**src/rtl/tpfc_pkg.sv**
```systemverilog
package tpfc_pkg;

    // Fixed field widths of the sample and point transactions.
    localparam int SAMPLE_BITS = 12;
    localparam int COORD_BITS  = 10;
    localparam int GAIN_BITS   = 32;
    localparam int OFFSET_BITS = 16;
    localparam int FRAC_BITS   = 24;
    localparam int CFG_INDEX_BITS = 3;
    localparam int CFG_DATA_BITS  = GAIN_BITS;

    localparam logic [COORD_BITS-1:0] COORD_MAX = 10'd1023;
    localparam logic [COORD_BITS-1:0] X_REFERENCE_RESET = 10'd240;
    localparam logic [COORD_BITS-1:0] Y_REFERENCE_RESET = 10'd320;

    // Configuration register indexes.
    typedef enum logic [CFG_INDEX_BITS-1:0] {
        CFG_X_GAIN      = 3'd0,
        CFG_Y_GAIN      = 3'd1,
        CFG_X_OFFSET    = 3'd2,
        CFG_Y_OFFSET    = 3'd3,
        CFG_X_REFERENCE = 3'd4,
        CFG_Y_REFERENCE = 3'd5
    } cfg_index_t;

    // Axis tag carried by each job between the front and the back.
    typedef enum logic {
        AXIS_X = 1'b0,
        AXIS_Y = 1'b1
    } axis_t;

    typedef struct packed {
        logic                   pen_down;
        logic [SAMPLE_BITS-1:0] raw_sample;
    } in_item_t;

    typedef struct packed {
        logic [COORD_BITS-1:0] x_coord;
        logic [COORD_BITS-1:0] y_coord;
    } out_item_t;

    // Calibration settings handed to the back end.
    typedef struct packed {
        logic signed [GAIN_BITS-1:0] x_gain;
        logic signed [GAIN_BITS-1:0] y_gain;
        logic [OFFSET_BITS-1:0]      x_offset;
        logic [OFFSET_BITS-1:0]      y_offset;
        logic [COORD_BITS-1:0]       x_reference;
        logic [COORD_BITS-1:0]       y_reference;
    } cal_cfg_t;

endpackage

```
**src/rtl/tpfc_front.sv**
```systemverilog
module tpfc_front
    import tpfc_pkg::*;
#(
    parameter int SAMPLES_PER_AXIS = 5,
    parameter int SUM_BITS = SAMPLE_BITS + $clog2(SAMPLES_PER_AXIS)
)
(
    input  logic                clk,
    input  logic                rst_n,
    input  logic                in_valid,
    output logic                in_stall,
    input  in_item_t            in_data,
    input  logic                queue_full,
    output logic                push,
    output axis_t               push_axis,
    output logic [SUM_BITS-1:0] push_tsum
);

    localparam int CW = $clog2(2 * SAMPLES_PER_AXIS);
    localparam logic [CW-1:0] LAST_X  = CW'(SAMPLES_PER_AXIS - 1);
    localparam logic [CW-1:0] FIRST_Y = CW'(SAMPLES_PER_AXIS);
    localparam logic [CW-1:0] LAST_Y  = CW'(2 * SAMPLES_PER_AXIS - 1);

    logic                   latched_reg, latched_next;
    logic [CW-1:0]          count_reg, count_next;
    logic [SUM_BITS-1:0]    sum_reg, sum_next;
    logic [SAMPLE_BITS-1:0] min_reg, min_next;
    logic [SAMPLE_BITS-1:0] max_reg, max_next;
    logic                   accept;
    logic                   take;
    logic                   axis_start;

    // The front only holds off when the job queue cannot take another entry.
    assign in_stall = queue_full;
    assign accept   = in_valid && !queue_full;
    assign take     = accept && in_data.pen_down && !latched_reg;
    assign axis_start = (count_reg == '0) || (count_reg == FIRST_Y);

    // Running sum, minimum and maximum of the axis being collected.
    always_comb
    begin
        if (axis_start)
        begin
            sum_next = SUM_BITS'(in_data.raw_sample);
            min_next = in_data.raw_sample;
            max_next = in_data.raw_sample;
        end
        else
        begin
            sum_next = sum_reg + SUM_BITS'(in_data.raw_sample);
            min_next = (in_data.raw_sample < min_reg) ? in_data.raw_sample : min_reg;
            max_next = (in_data.raw_sample > max_reg) ? in_data.raw_sample : max_reg;
        end
    end

    // Touch sequencing: pen up clears, a latched touch ignores samples.
    always_comb
    begin
        latched_next = latched_reg;
        count_next   = count_reg;
        if (accept && !in_data.pen_down)
        begin
            latched_next = 1'b0;
            count_next   = '0;
        end
        else if (take)
        begin
            if (count_reg == LAST_Y)
            begin
                latched_next = 1'b1;
                count_next   = '0;
            end
            else
            begin
                count_next = count_reg + 1'b1;
            end
        end
    end

    // A finished axis leaves as a job with the trimmed sum.
    assign push      = take && ((count_reg == LAST_X) || (count_reg == LAST_Y));
    assign push_axis = (count_reg == LAST_Y) ? AXIS_Y : AXIS_X;
    assign push_tsum = sum_next - SUM_BITS'(min_next) - SUM_BITS'(max_next);

    always_ff @(posedge clk or negedge rst_n)
    begin
        if (!rst_n)
        begin
            latched_reg <= 1'b0;
            count_reg   <= '0;
        end
        else
        begin
            latched_reg <= latched_next;
            count_reg   <= count_next;
        end
    end

    always_ff @(posedge clk)
    begin
        if (take)
        begin
            sum_reg <= sum_next;
            min_reg <= min_next;
            max_reg <= max_next;
        end
    end

endmodule

```
**src/rtl/tpfc_queue.sv**
```systemverilog
module tpfc_queue
    import tpfc_pkg::*;
#(
    parameter int SUM_BITS = 15
)
(
    input  logic                clk,
    input  logic                rst_n,
    input  logic                push,
    input  axis_t               push_axis,
    input  logic [SUM_BITS-1:0] push_tsum,
    input  logic                pop,
    output logic                empty,
    output logic                full,
    output axis_t               head_axis,
    output logic [SUM_BITS-1:0] head_tsum
);

    localparam int DEPTH = 4;
    localparam int PW    = $clog2(DEPTH);

    logic [SUM_BITS:0] entry_reg [DEPTH];
    logic [PW-1:0]     wr_ptr_reg, rd_ptr_reg;
    logic [PW:0]       fill_reg, fill_next;
    logic              do_push, do_pop;

    assign empty   = (fill_reg == '0);
    assign full    = (fill_reg == (PW+1)'(DEPTH));
    assign do_push = push && !full;
    assign do_pop  = pop && !empty;

    assign head_axis = axis_t'(entry_reg[rd_ptr_reg][SUM_BITS]);
    assign head_tsum = entry_reg[rd_ptr_reg][SUM_BITS-1:0];

    // Fill level follows pushes and pops.
    always_comb
    begin
        fill_next = fill_reg;
        if (do_push && !do_pop)
        begin
            fill_next = fill_reg + 1'b1;
        end
        else if (do_pop && !do_push)
        begin
            fill_next = fill_reg - 1'b1;
        end
    end

    always_ff @(posedge clk or negedge rst_n)
    begin
        if (!rst_n)
        begin
            wr_ptr_reg <= '0;
            rd_ptr_reg <= '0;
            fill_reg   <= '0;
        end
        else
        begin
            fill_reg <= fill_next;
            if (do_push)
            begin
                wr_ptr_reg <= wr_ptr_reg + 1'b1;
            end
            if (do_pop)
            begin
                rd_ptr_reg <= rd_ptr_reg + 1'b1;
            end
        end
    end

    always_ff @(posedge clk)
    begin
        if (do_push)
        begin
            entry_reg[wr_ptr_reg] <= {push_axis, push_tsum};
        end
    end

endmodule

```
**src/rtl/tpfc_back.sv**
```systemverilog
module tpfc_back
    import tpfc_pkg::*;
#(
    parameter int SAMPLES_PER_AXIS = 5,
    parameter int SUM_BITS = SAMPLE_BITS + $clog2(SAMPLES_PER_AXIS)
)
(
    input  logic                clk,
    input  logic                rst_n,
    input  cal_cfg_t            cal_cfg,
    input  logic                job_empty,
    input  axis_t               job_axis,
    input  logic [SUM_BITS-1:0] job_tsum,
    output logic                job_pop,
    output logic                out_valid,
    input  logic                out_stall,
    output out_item_t           out_data
);

    // Division by the number of kept samples through a reciprocal.
    localparam int DIV   = SAMPLES_PER_AXIS - 2;
    localparam int K     = SUM_BITS;
    localparam int MW    = K + 1;
    localparam int PRODW = SUM_BITS + MW;
    localparam int REMW  = SUM_BITS + 4;
    localparam logic [MW-1:0] RECIP = MW'((2 ** K) / DIV);
    localparam int MULW  = SAMPLE_BITS + GAIN_BITS + 1;
    localparam int VW    = SAMPLE_BITS + 35;

    logic                   advance;

    logic                   s1_valid_reg;
    axis_t                  s1_axis_reg;
    logic [SUM_BITS-1:0]    s1_tsum_reg;
    logic [PRODW-1:0]       s1_prod_reg;

    logic                   s2_valid_reg;
    axis_t                  s2_axis_reg;
    logic [SAMPLE_BITS-1:0] s2_avg_reg;

    logic                   s3_valid_reg;
    axis_t                  s3_axis_reg;
    logic signed [MULW-1:0] s3_mul_reg;

    logic [COORD_BITS-1:0]  held_x_reg;
    logic                   out_valid_reg;
    out_item_t              out_data_reg;

    logic [SUM_BITS-1:0]    quot_est;
    logic [REMW-1:0]        rem;
    logic [SUM_BITS-1:0]    avg_next;
    logic signed [GAIN_BITS-1:0] gain_sel;
    logic signed [MULW-1:0] mul_next;
    logic signed [VW-1:0]   ref_term, off_term, cal_value;
    logic [VW-FRAC_BITS-1:0] cal_int;
    logic [COORD_BITS-1:0]  coord_next;

    // The whole back pipeline moves unless a point waits at the output.
    assign advance = !(out_valid_reg && out_stall);
    assign job_pop = advance && !job_empty;

    // Stage two: fix the reciprocal estimate, which is at most one low.
    assign quot_est = s1_prod_reg[K +: SUM_BITS];
    assign rem      = REMW'(s1_tsum_reg) - REMW'(quot_est) * REMW'(DIV);
    assign avg_next = (rem >= REMW'(DIV)) ? quot_est + 1'b1 : quot_est;

    // Stage three: scale the average by the gain of its axis.
    assign gain_sel = (s2_axis_reg == AXIS_Y) ? cal_cfg.y_gain : cal_cfg.x_gain;
    assign mul_next = $signed({1'b0, s2_avg_reg}) * gain_sel;

    // Last stage: reference minus (scaled average minus offset), then saturate.
    always_comb
    begin
        if (s3_axis_reg == AXIS_Y)
        begin
            ref_term = VW'({cal_cfg.y_reference, {FRAC_BITS{1'b0}}});
            off_term = VW'({cal_cfg.y_offset, {FRAC_BITS{1'b0}}});
        end
        else
        begin
            ref_term = VW'({cal_cfg.x_reference, {FRAC_BITS{1'b0}}});
            off_term = VW'({cal_cfg.x_offset, {FRAC_BITS{1'b0}}});
        end
        cal_value = ref_term - VW'(s3_mul_reg) + off_term;
        cal_int   = cal_value[VW-1:FRAC_BITS];
        if (cal_value <= 0)
        begin
            coord_next = '0;
        end
        else if (cal_int > (VW-FRAC_BITS)'(COORD_MAX))
        begin
            coord_next = COORD_MAX;
        end
        else
        begin
            coord_next = cal_int[COORD_BITS-1:0];
        end
    end

    always_ff @(posedge clk or negedge rst_n)
    begin
        if (!rst_n)
        begin
            s1_valid_reg  <= 1'b0;
            s2_valid_reg  <= 1'b0;
            s3_valid_reg  <= 1'b0;
            out_valid_reg <= 1'b0;
            held_x_reg    <= '0;
        end
        else if (advance)
        begin
            s1_valid_reg  <= job_pop;
            s2_valid_reg  <= s1_valid_reg;
            s3_valid_reg  <= s2_valid_reg;
            out_valid_reg <= s3_valid_reg && (s3_axis_reg == AXIS_Y);
            if (s3_valid_reg && (s3_axis_reg == AXIS_X))
            begin
                held_x_reg <= coord_next;
            end
        end
    end

    // Payload registers of the stages.
    always_ff @(posedge clk)
    begin
        if (advance)
        begin
            s1_axis_reg <= job_axis;
            s1_tsum_reg <= job_tsum;
            s1_prod_reg <= PRODW'(job_tsum) * PRODW'(RECIP);
            s2_axis_reg <= s1_axis_reg;
            s2_avg_reg  <= avg_next[SAMPLE_BITS-1:0];
            s3_axis_reg <= s2_axis_reg;
            s3_mul_reg  <= mul_next;
            if (s3_valid_reg && (s3_axis_reg == AXIS_Y))
            begin
                out_data_reg.x_coord <= held_x_reg;
                out_data_reg.y_coord <= coord_next;
            end
        end
    end

    assign out_valid = out_valid_reg;
    assign out_data  = out_data_reg;

endmodule

```
**src/rtl/touch_point_filter_calibrate.sv**
```systemverilog
// Touch point filter and calibrator. Raw converter samples arrive one per
// transaction with the pen level; a pen-down touch collects SAMPLES_PER_AXIS X
// samples, then as many Y samples, keeps a trimmed mean of each axis and turns
// it into a calibrated, saturated 10-bit screen coordinate. One point leaves
// per touch; the touch stays latched until a pen-up sample arrives. The block
// takes one sample per clock cycle while in_stall is low. The front end tracks
// the running sum, minimum and maximum as samples come in, so a finished axis
// is handed to a four-entry job queue in the same cycle; the back end is a
// four-stage pipeline (reciprocal divide, correction, gain multiply, offset
// and saturation). in_stall rises only when four axis jobs wait because
// out_stall holds the back end. Calibration registers must be written
// through cfg_write_enable only while no touch is in progress; the block
// itself does not enforce this.
module touch_point_filter_calibrate
    import tpfc_pkg::*;
#(
    parameter int SAMPLES_PER_AXIS = 5
)
(
    input  logic                      clk,
    input  logic                      rst_n,
    input  logic                      cfg_write_enable,
    input  logic [CFG_INDEX_BITS-1:0] cfg_index,
    input  logic [CFG_DATA_BITS-1:0]  cfg_data,
    input  logic                      in_valid,
    output logic                      in_stall,
    input  in_item_t                  in_data,
    output logic                      out_valid,
    input  logic                      out_stall,
    output out_item_t                 out_data
);

    localparam int SUM_BITS = SAMPLE_BITS + $clog2(SAMPLES_PER_AXIS);

    cal_cfg_t            cal_cfg_reg;
    logic                queue_full;
    logic                queue_empty;
    logic                push;
    axis_t               push_axis;
    logic [SUM_BITS-1:0] push_tsum;
    logic                pop;
    axis_t               head_axis;
    logic [SUM_BITS-1:0] head_tsum;

    // Calibration register file.
    always_ff @(posedge clk or negedge rst_n)
    begin
        if (!rst_n)
        begin
            cal_cfg_reg.x_gain      <= '0;
            cal_cfg_reg.y_gain      <= '0;
            cal_cfg_reg.x_offset    <= '0;
            cal_cfg_reg.y_offset    <= '0;
            cal_cfg_reg.x_reference <= X_REFERENCE_RESET;
            cal_cfg_reg.y_reference <= Y_REFERENCE_RESET;
        end
        else if (cfg_write_enable)
        begin
            unique case (cfg_index_t'(cfg_index))
                CFG_X_GAIN:      cal_cfg_reg.x_gain      <= $signed(cfg_data);
                CFG_Y_GAIN:      cal_cfg_reg.y_gain      <= $signed(cfg_data);
                CFG_X_OFFSET:    cal_cfg_reg.x_offset    <= cfg_data[OFFSET_BITS-1:0];
                CFG_Y_OFFSET:    cal_cfg_reg.y_offset    <= cfg_data[OFFSET_BITS-1:0];
                CFG_X_REFERENCE: cal_cfg_reg.x_reference <= cfg_data[COORD_BITS-1:0];
                CFG_Y_REFERENCE: cal_cfg_reg.y_reference <= cfg_data[COORD_BITS-1:0];
                default:         ;
            endcase
        end
    end

    tpfc_front #(
        .SAMPLES_PER_AXIS(SAMPLES_PER_AXIS),
        .SUM_BITS        (SUM_BITS)
    ) u_front (
        .clk       (clk),
        .rst_n     (rst_n),
        .in_valid  (in_valid),
        .in_stall  (in_stall),
        .in_data   (in_data),
        .queue_full(queue_full),
        .push      (push),
        .push_axis (push_axis),
        .push_tsum (push_tsum)
    );

    tpfc_queue #(
        .SUM_BITS(SUM_BITS)
    ) u_queue (
        .clk      (clk),
        .rst_n    (rst_n),
        .push     (push),
        .push_axis(push_axis),
        .push_tsum(push_tsum),
        .pop      (pop),
        .empty    (queue_empty),
        .full     (queue_full),
        .head_axis(head_axis),
        .head_tsum(head_tsum)
    );

    tpfc_back #(
        .SAMPLES_PER_AXIS(SAMPLES_PER_AXIS),
        .SUM_BITS        (SUM_BITS)
    ) u_back (
        .clk      (clk),
        .rst_n    (rst_n),
        .cal_cfg  (cal_cfg_reg),
        .job_empty(queue_empty),
        .job_axis (head_axis),
        .job_tsum (head_tsum),
        .job_pop  (pop),
        .out_valid(out_valid),
        .out_stall(out_stall),
        .out_data (out_data)
    );

endmodule

```
**config.mk**
```make
export PLATFORM = sky130hd
export DESIGN_NAME = touch_point_filter_calibrate
export DESIGN_NICKNAME = d
export VERILOG_FILES = /design/src/rtl/tpfc_pkg.sv /design/src/rtl/tpfc_front.sv /design/src/rtl/tpfc_queue.sv /design/src/rtl/tpfc_back.sv /design/src/rtl/touch_point_filter_calibrate.sv
export SDC_FILE = /design/constraint.sdc
export NUM_CORES = 2
export LEC_CHECK = 0
export BUFFER_PORTS_ARGS = -buffer_cell sky130_fd_sc_hd__buf_2
export CAP_MARGIN = 25
export CORE_MARGIN = 2
export CORE_UTILIZATION = 36
export CTS_CLUSTER_SIZE = 12
export DETAILED_ROUTE_END_ITERATION = 12
export SKIP_CTS_REPAIR_TIMING = 1
export SYNTH_ARGS = -nofsm -noshare
export SYNTH_HDL_FRONTEND = slang
export SYNTH_SLANG_ARGS = --single-unit
```
**constraint.sdc**
```tcl
create_clock -name clk -period 8.1 [get_ports clk]
set_input_delay 0.81 -clock clk [delete_from_list [all_inputs] [get_ports clk]]
set_output_delay 0.81 -clock clk [all_outputs]
set_load 0.005 [all_outputs]
```
== After elaboration in Yosys (flattened, before gate mapping) ==
Memories as Yosys holds them, arrays and structs flattened.
Index checks and enable logic that the tools add are counted.

* Magnitude comparators: 5
* Multiplexer cells: 22
* Multiply operators: 3
* Reduce and logical (&&, ||, !) cells: 37
* Eq/ne operators: 9
* $add $sub $neg: 12
* Bitwise logic cells: 2

{| class="wikitable"
|+ Operators with widths
! cell !! number
|-
| $mux W12 || 5
|-
| $add A47 B47 Y47 || 1
|-
| $le A47 B1 Y1 const B || 1
|-
| $sub A35 B45 Y46 || 1
|-
| $mul A13 B32 Y45 || 1
|-
| $mux W40 || 1
|-
| $mux W34 || 1
|-
| $mux W32 || 1
|-
| $sub A15 B12 Y15 || 2
|-
| $mul A15 B13 Y28 const B || 1
|-
| $gt A23 B10 Y1 const B || 1
|-
| $mux W10 || 2
|-
| $ge A19 B2 Y1 const B || 1
|-
| $reduce_and A2 Y1 || 9
|-
| $sub A15 B17 Y18 || 1
|-
| $mul A14 B2 Y16 const B || 1
|-
| $add A15 B12 Y15 || 1
|-
| $mux W15 || 1
|-
| $logic_and A1 B1 Y1 || 13
|-
| $add A12 B1 Y12 const B || 1
|-
| $gt A12 B12 Y1 || 1
|-
| $lt A12 B12 Y1 || 1
|-
| $mux W4 || 3
|-
| $eq A3 B3 Y1 const B || 3
|-
| 16 further kinds || 36
|}

* Memory bits (writable): 64
* Word-level logic and storage cells: 119
* Memories kept: 1
* Bits in registers: 304
* Output and inout port bits: 22

{| class="wikitable"
|+ Memory list
! name !! depth !! width !! read ports !! clocked after memory_dff !! write ports !! line !! source
|-
| u_queue.entry_reg || 4 || 16 || 1 || 0 || 1 || tpfc_queue.sv:22 || <nowiki>logic [SUM_BITS:0] entry_reg [DEPTH];</nowiki>
|}

== Depth between registers and ports, before layout ==
* Word-level depth: 11
* Gate-level depth with buffers: 26

== Modules after synthesis ==
Synthesis repeated with hierarchy kept, for this count alone.

* Cells, all modules: 3153
* Area total of the unflattened synthesis: 34957.3 um^2

{| class="wikitable"
|+ Modules (own cells, without submodules)
! module !! sequential area each (um^2) !! cells each !! times used !! area an instance (um^2)
|-
| tpfc_back || 3623.5 || 2371 || 1 || 23451.2
|-
| touch_point_filter_calibrate || 2910.3 || 250 || 1 || 4533.1
|-
| tpfc_front || 1296.2 || 413 || 1 || 4180.3
|-
| tpfc_queue || 2097.0 || 119 || 1 || 2792.7
|}

== Worst setup path before layout ==
Ideal clock, no wire load.

* Path kind: flip-flop to flip-flop
* From: register u_back.s2_axis_reg
* To: register u_back.s3_mul_reg[43] (data pin)
* Buffers on the path: 3
* Setup slack: 1.264 ns
* Data required time: 7.839 ns
* Period minus slack after synthesis: 6.836 ns
* Data arrival time: 6.575 ns
* Stages on the path, launching flop included: 25
* Path through: edfxtp_1 clkbuf_1 buf_1 mux2_2 clkbuf_1 nand2_1 fa_1 fa_1 fa_1 inv_1 fa_1 inv_1 fa_1 inv_1 ha_1 a21oi_1 o211ai_1 a311oi_1 o31ai_1 a31oi_1 o21ai_1 a41o_1 o221ai_1 nor4bb_1 a311o_1

* Longest elaborated chain between the ends: 2

{| class="wikitable"
|+ Ends and longest elaborated chain
! element !! line !! source
|-
| from (decl) || tpfc_back.sv:38 || <nowiki>axis_t s2_axis_reg;</nowiki>
|-
| from (signal assigned) || tpfc_back.sv:131 || <nowiki>s2_axis_reg <= s1_axis_reg;</nowiki>
|-
| $mux W32 || tpfc_back.sv:68 || <nowiki>assign gain_sel = (s2_axis_reg == AXIS_Y) ? cal_cfg.y_gain : cal_cfg.x_gain;</nowiki>
|-
| $mul A13 B32 Y45 || tpfc_back.sv:69 || <nowiki>assign mul_next = $signed({1'b0, s2_avg_reg}) * gain_sel;</nowiki>
|-
| net u_back.mul_next[43] || tpfc_back.sv:53 || <nowiki>logic signed [MULW-1:0] mul_next;</nowiki>
|-
| to (signal assigned) || tpfc_back.sv:134 || <nowiki>s3_mul_reg <= mul_next;</nowiki>
|-
| to (decl) || tpfc_back.sv:43 || <nowiki>logic signed [MULW-1:0] s3_mul_reg;</nowiki>
|}

The timed path passes the listed nets, and every way through them passes these cells.
A chain may end at the register's enable or synchronous reset.

== Worst setup path after layout ==
Ends and elaborated chain as after synthesis.

==> metrics.txt <==
# TYPE chip_impl_metric gauge
chip_impl_metric{name="vias",unit=""} 22200
chip_impl_metric{name="synth-seq-area-share",unit="%"} 29.2
chip_impl_info{name="worstSetupEndpointType",value="flip-flop"} 1
chip_impl_metric{name="asyncSetResetFlopFracSynth",unit="%"} 40.1
chip_impl_metric{name="std_cell_rows",unit=""} 112
chip_impl_metric{name="grt_use_total",unit="%"} 16.6
chip_impl_metric{name="arrival_time_at_the_worst_endpoint",unit="ns"} 7.71
chip_impl_metric{name="starting_density",unit="%"} 36.4
chip_impl_metric{name="final_net_count",unit=""} 3949
chip_impl_metric{name="post-route-cell-area",unit="µm²"} 37400
chip_impl_metric{name="routed_via_density",unit=""} 4.95
chip_impl_metric{name="chipHeight",unit="µm"} 311
chip_impl_info{name="path_common_cell",value="fa_1"} 1
chip_impl_metric{name="post-route-drc-count",unit=""} 0
chip_impl_metric{name="io-pin-count",unit=""} 75
chip_impl_metric{name="path_clk_slew",unit="ns"} 0.06
chip_impl_metric{name="post_synth_inst_count",unit=""} 3160
chip_impl_metric{name="synth.avg_cell_area",unit="µm²"} 10.8
chip_impl_metric{name="via_count_of_the_first_global_routing_pass",unit=""} 23000
chip_impl_metric{name="postRouteAntennaNets",unit=""} 0
chip_impl_metric{name="drt-initial-drc-count",unit=""} 1405
chip_impl_info{name="cts_root_buf",value="clkbuf_16"} 1
chip_impl_metric{name="cap_violations",unit=""} 0
chip_impl_metric{name="synth_fp_nets",unit=""} 3903
chip_impl_metric{name="cts_buffers",unit=""} 43
chip_impl_metric{name="largest_net_degree_at_the_start_of_global_routing",unit=""} 74
chip_impl_info{name="crit_path_top_delay_cell",value="fa_1"} 1
chip_impl_metric{name="routedWlPerCell",unit="µm"} 17.6
chip_impl_info{name="type_of_origin_of_the_critical_path",value="flip-flop"} 1
chip_impl_info{name="critPathKind",value="flip-flop to flip-flop"} 1
chip_impl_metric{name="tns",unit="ns"} 0
chip_impl_metric{name="timing.slew.headroom",unit="%"} 36.5
chip_impl_info{name="layout.cells.most_common_list",value="inv_1, fa_1, nand2_1"} 1
chip_impl_metric{name="required",unit="ns"} 8.45
chip_impl_metric{name="combined_area_of_all_synthesized_cells",unit="µm²"} 34000
chip_impl_info{name="status",value="completed"} 1
chip_impl_metric{name="r2r_cells",unit=""} 21
chip_impl_metric{name="final_hold_viol_count",unit=""} 0
chip_impl_metric{name="detailroute.wirelength.met3",unit="µm"} 3820
chip_impl_info{name="tritoncts",value="built"} 1
chip_impl_metric{name="max_ffs_per_register",unit=""} 116
chip_impl_metric{name="fin_worst_skew",unit="ns"} 0.0671
chip_impl_metric{name="placedInstanceArea",unit="µm²"} 35900
chip_impl_metric{name="gpl.final_weighted_congestion",unit=""} 0.883
chip_impl_metric{name="timing.critical_path.fanout_max",unit=""} 23
chip_impl_metric{name="grt_first_pass_wirelength",unit="µm"} 128000
chip_impl_metric{name="cts_max_level",unit=""} 2
chip_impl_info{name="rsz_0062_raised_after_global_routing",value="false"} 1
chip_impl_metric{name="grt_remaining_overflow",unit=""} 0
chip_impl_metric{name="drive_above_1_share",unit="%"} 12.7
chip_impl_metric{name="maximum_cell_stage_delay_along_the_critical_path",unit="ns"} 0.53
chip_impl_metric{name="setup_viol_count_final",unit=""} 0
chip_impl_metric{name="insertedDiodeCount",unit=""} 0
chip_impl_metric{name="die-area",unit="µm²"} 96900
chip_impl_metric{name="report.final.slew_viol_count",unit=""} 0
chip_impl_metric{name="wire_length_after_detailed_routing",unit="µm"} 79100
chip_impl_metric{name="synth-warning-count",unit=""} 0
chip_impl_metric{name="timing_worst_slew_pin_value",unit="ns"} 0.953
chip_impl_metric{name="port_buffers",unit=""} 74
chip_impl_metric{name="routedLengthMet1",unit="µm"} 36500
chip_impl_metric{name="floorplan.die.width",unit="µm"} 311
chip_impl_metric{name="clock_path_buffers",unit=""} 3
chip_impl_metric{name="post-dp-hpwl",unit="µm"} 62800
chip_impl_metric{name="detail_route.first_pass.iterations",unit=""} 5
chip_impl_info{name="crit_chain",value="buf_4 -> buf_4 -> mux2_2 -> nand2_1 -> fa_1 -> fa_1 -> inv_1 -> fa_1 -> fa_1 -> fa_1 -> ha_1 -> a21oi_1 -> nand4b_1 -> a311oi_1 -> o31ai_1 -> a31oi_1 -> o21ai_1 -> a41o_1 -> o221ai_1 -> nor4bb_1 -> a311o_1"} 1
chip_impl_metric{name="rrSetupSlack",unit="ns"} 0.74
chip_impl_metric{name="finalWorstPathRequiredPeriod",unit="ns"} 7.36
chip_impl_metric{name="met2_length",unit="µm"} 37000
chip_impl_info{name="mostFrequentLayoutCell",value="inv_1"} 1
chip_impl_metric{name="antenna_found_initial",unit=""} 1
chip_impl_info{name="top_layer_used",value="met4"} 1
chip_impl_info{name="most_common_flop_cell_mapped_by_yosys",value="edfxtp_1"} 1
chip_impl_info{name="crit-reg2reg-capture",value="u_back.s3_mul_reg[43]"} 1
chip_impl_metric{name="synthDistinctLibCells",unit=""} 79
chip_impl_metric{name="clock_sinks",unit=""} 354
chip_impl_metric{name="yosys_register_bits",unit=""} 354
chip_impl_info{name="hp-class",value="input pin to asynchronous set/reset pin"} 1
chip_impl_metric{name="final.period_utilization",unit="%"} 90.8
chip_impl_metric{name="clock.fmax",unit="MHz"} 136
chip_impl_info{name="rr_startpoint",value="u_back.s2_axis_reg"} 1
chip_impl_metric{name="final.hold.worst_slack",unit="ns"} 0.239
chip_impl_metric{name="core_region_area",unit="µm²"} 93500
chip_impl_metric{name="synth_edf_count",unit=""} 212
chip_impl_metric{name="worst_skew_pair.late_latency",unit="ns"} 0.61
chip_impl_metric{name="layout_area_overhead",unit="%"} 9.91
## layout make-up
| cell class | instances | area (µm²) |
|---|---|---|
| clock buffer | 50 | 1140 |
| timing repair buffer | 113 | 724 |
| tap | 1254 | 1570 |
| fill | 9041 | 56100 |
| multi-input combinational | 2166 | 21700 |
| sequential | 354 | 9930 |
| inverter | 528 | 1980 |
| clock inverter | 28 | 299 |
## Yosys cell counts, types with 4 or more instances
library cell / count / area share [%]
dfstp_2: 6 / 0.46
a211o_1: 5 / 0.13
nand4_1: 16 / 0.29
nor2_1: 109 / 1.2
buf_1: 10 / 0.11
nor3_1: 42 / 0.62
fa_1: 409 / 24
ha_1: 281 / 10
o21ai_0: 71 / 1.0
inv_1: 527 / 5.8
nand2_1: 293 / 3.2
dfrtp_1: 136 / 10
nand3b_1: 5 / 0.11
o31ai_1: 9 / 0.20
mux2i_1: 27 / 0.79
nand4b_1: 6 / 0.15
edfxtp_1: 212 / 19
xnor2_1: 94 / 2.4
and3_1: 6 / 0.11
and2_1: 155 / 2.9
a211oi_1: 17 / 0.38
a21boi_0: 8 / 0.18
a31oi_1: 31 / 0.57
o211ai_1: 7 / 0.15
o21a_1: 13 / 0.29
mux4_2: 16 / 1.1
a21o_1: 45 / 0.99
clkbuf_1: 96 / 1.1
xor2_1: 41 / 1.1
a21oi_1: 87 / 1.3
nand2b_1: 19 / 0.35
mux2_2: 189 / 6.3
nor2b_1: 34 / 0.63
or3_1: 16 / 0.29
o21bai_1: 18 / 0.40
nand3_1: 26 / 0.38
nor4_1: 7 / 0.13
buf_2: 4 / 0.059
## cells by family (layout without fill, tap and decap cells)
kind of cell / count (synthesis) / in the layout / share of synthesized area, %
buf+inv: 640 / 719 / 7.10
mux: 232 / 232 / 8.11
flops: 354 / 354 / 29.2
xor+xnor: 135 / 135 / 3.48
compound gates: 357 / 357 / 6.85
fa+ha+maj: 692 / 692 / 34.5
simple gates: 750 / 750 / 10.8
## stage by stage
| stage | setup slack, ns | cells | util [%] |
|---|---|---|---|
| after floorplan | 1.26 | 3160 | - |
| after global placement | 0.914 | 4411 | 38.4 |
| after detailed placement | 0.792 | 4412 | 38.4 |
| after CTS | 0.773 | 4490 | 39.9 |
| after global routing | 0.437 | 4493 | 40.0 |
| final | 0.742 | 4493 | 40.0 |
## metal layers
| layer | global-route usage [%] | up-vias |
|---|---|---|
| met5 | 0 | - |
| met4 | 4.25 | 0 |
| met3 | 2.48 | 85 |
| met2 | 27.2 | 460 |
| met1 | 23.1 | 11200 |
| li1 | - | 10500 |
## worst max-delay path by stage
stage | from | to | slack [ns] | cells after the start
global placement | u_back.s2_axis_reg | u_back.s3_mul_reg[43] | 0.91 | 21
finish | u_back.s2_axis_reg | u_back.s3_mul_reg[43] | 0.74 | 21
floorplan | u_back.s2_axis_reg | u_back.s3_mul_reg[43] | 1.26 | 24
global route | u_back.s2_axis_reg | u_back.s3_mul_reg[43] | 0.44 | 21
CTS | u_back.s2_axis_reg | u_back.s3_mul_reg[43] | 0.77 | 21
detailed placement | u_back.s2_axis_reg | u_back.s3_mul_reg[43] | 0.79 | 21
## worst max-delay path, delay by kind of cell (launching register included)
kind	cells	cell delay, ns
AOI/OAI and AO/OA	8	2.38
adders and majority gates	6	2.85
buffers and inverters	3	0.67
DFF	1	0.32
muxes	1	0.49
and+or+nand+nor	3	0.37
Power is not shown: default switching activity piles up to over one toggle a cycle in this logic, so the estimate is an artifact.
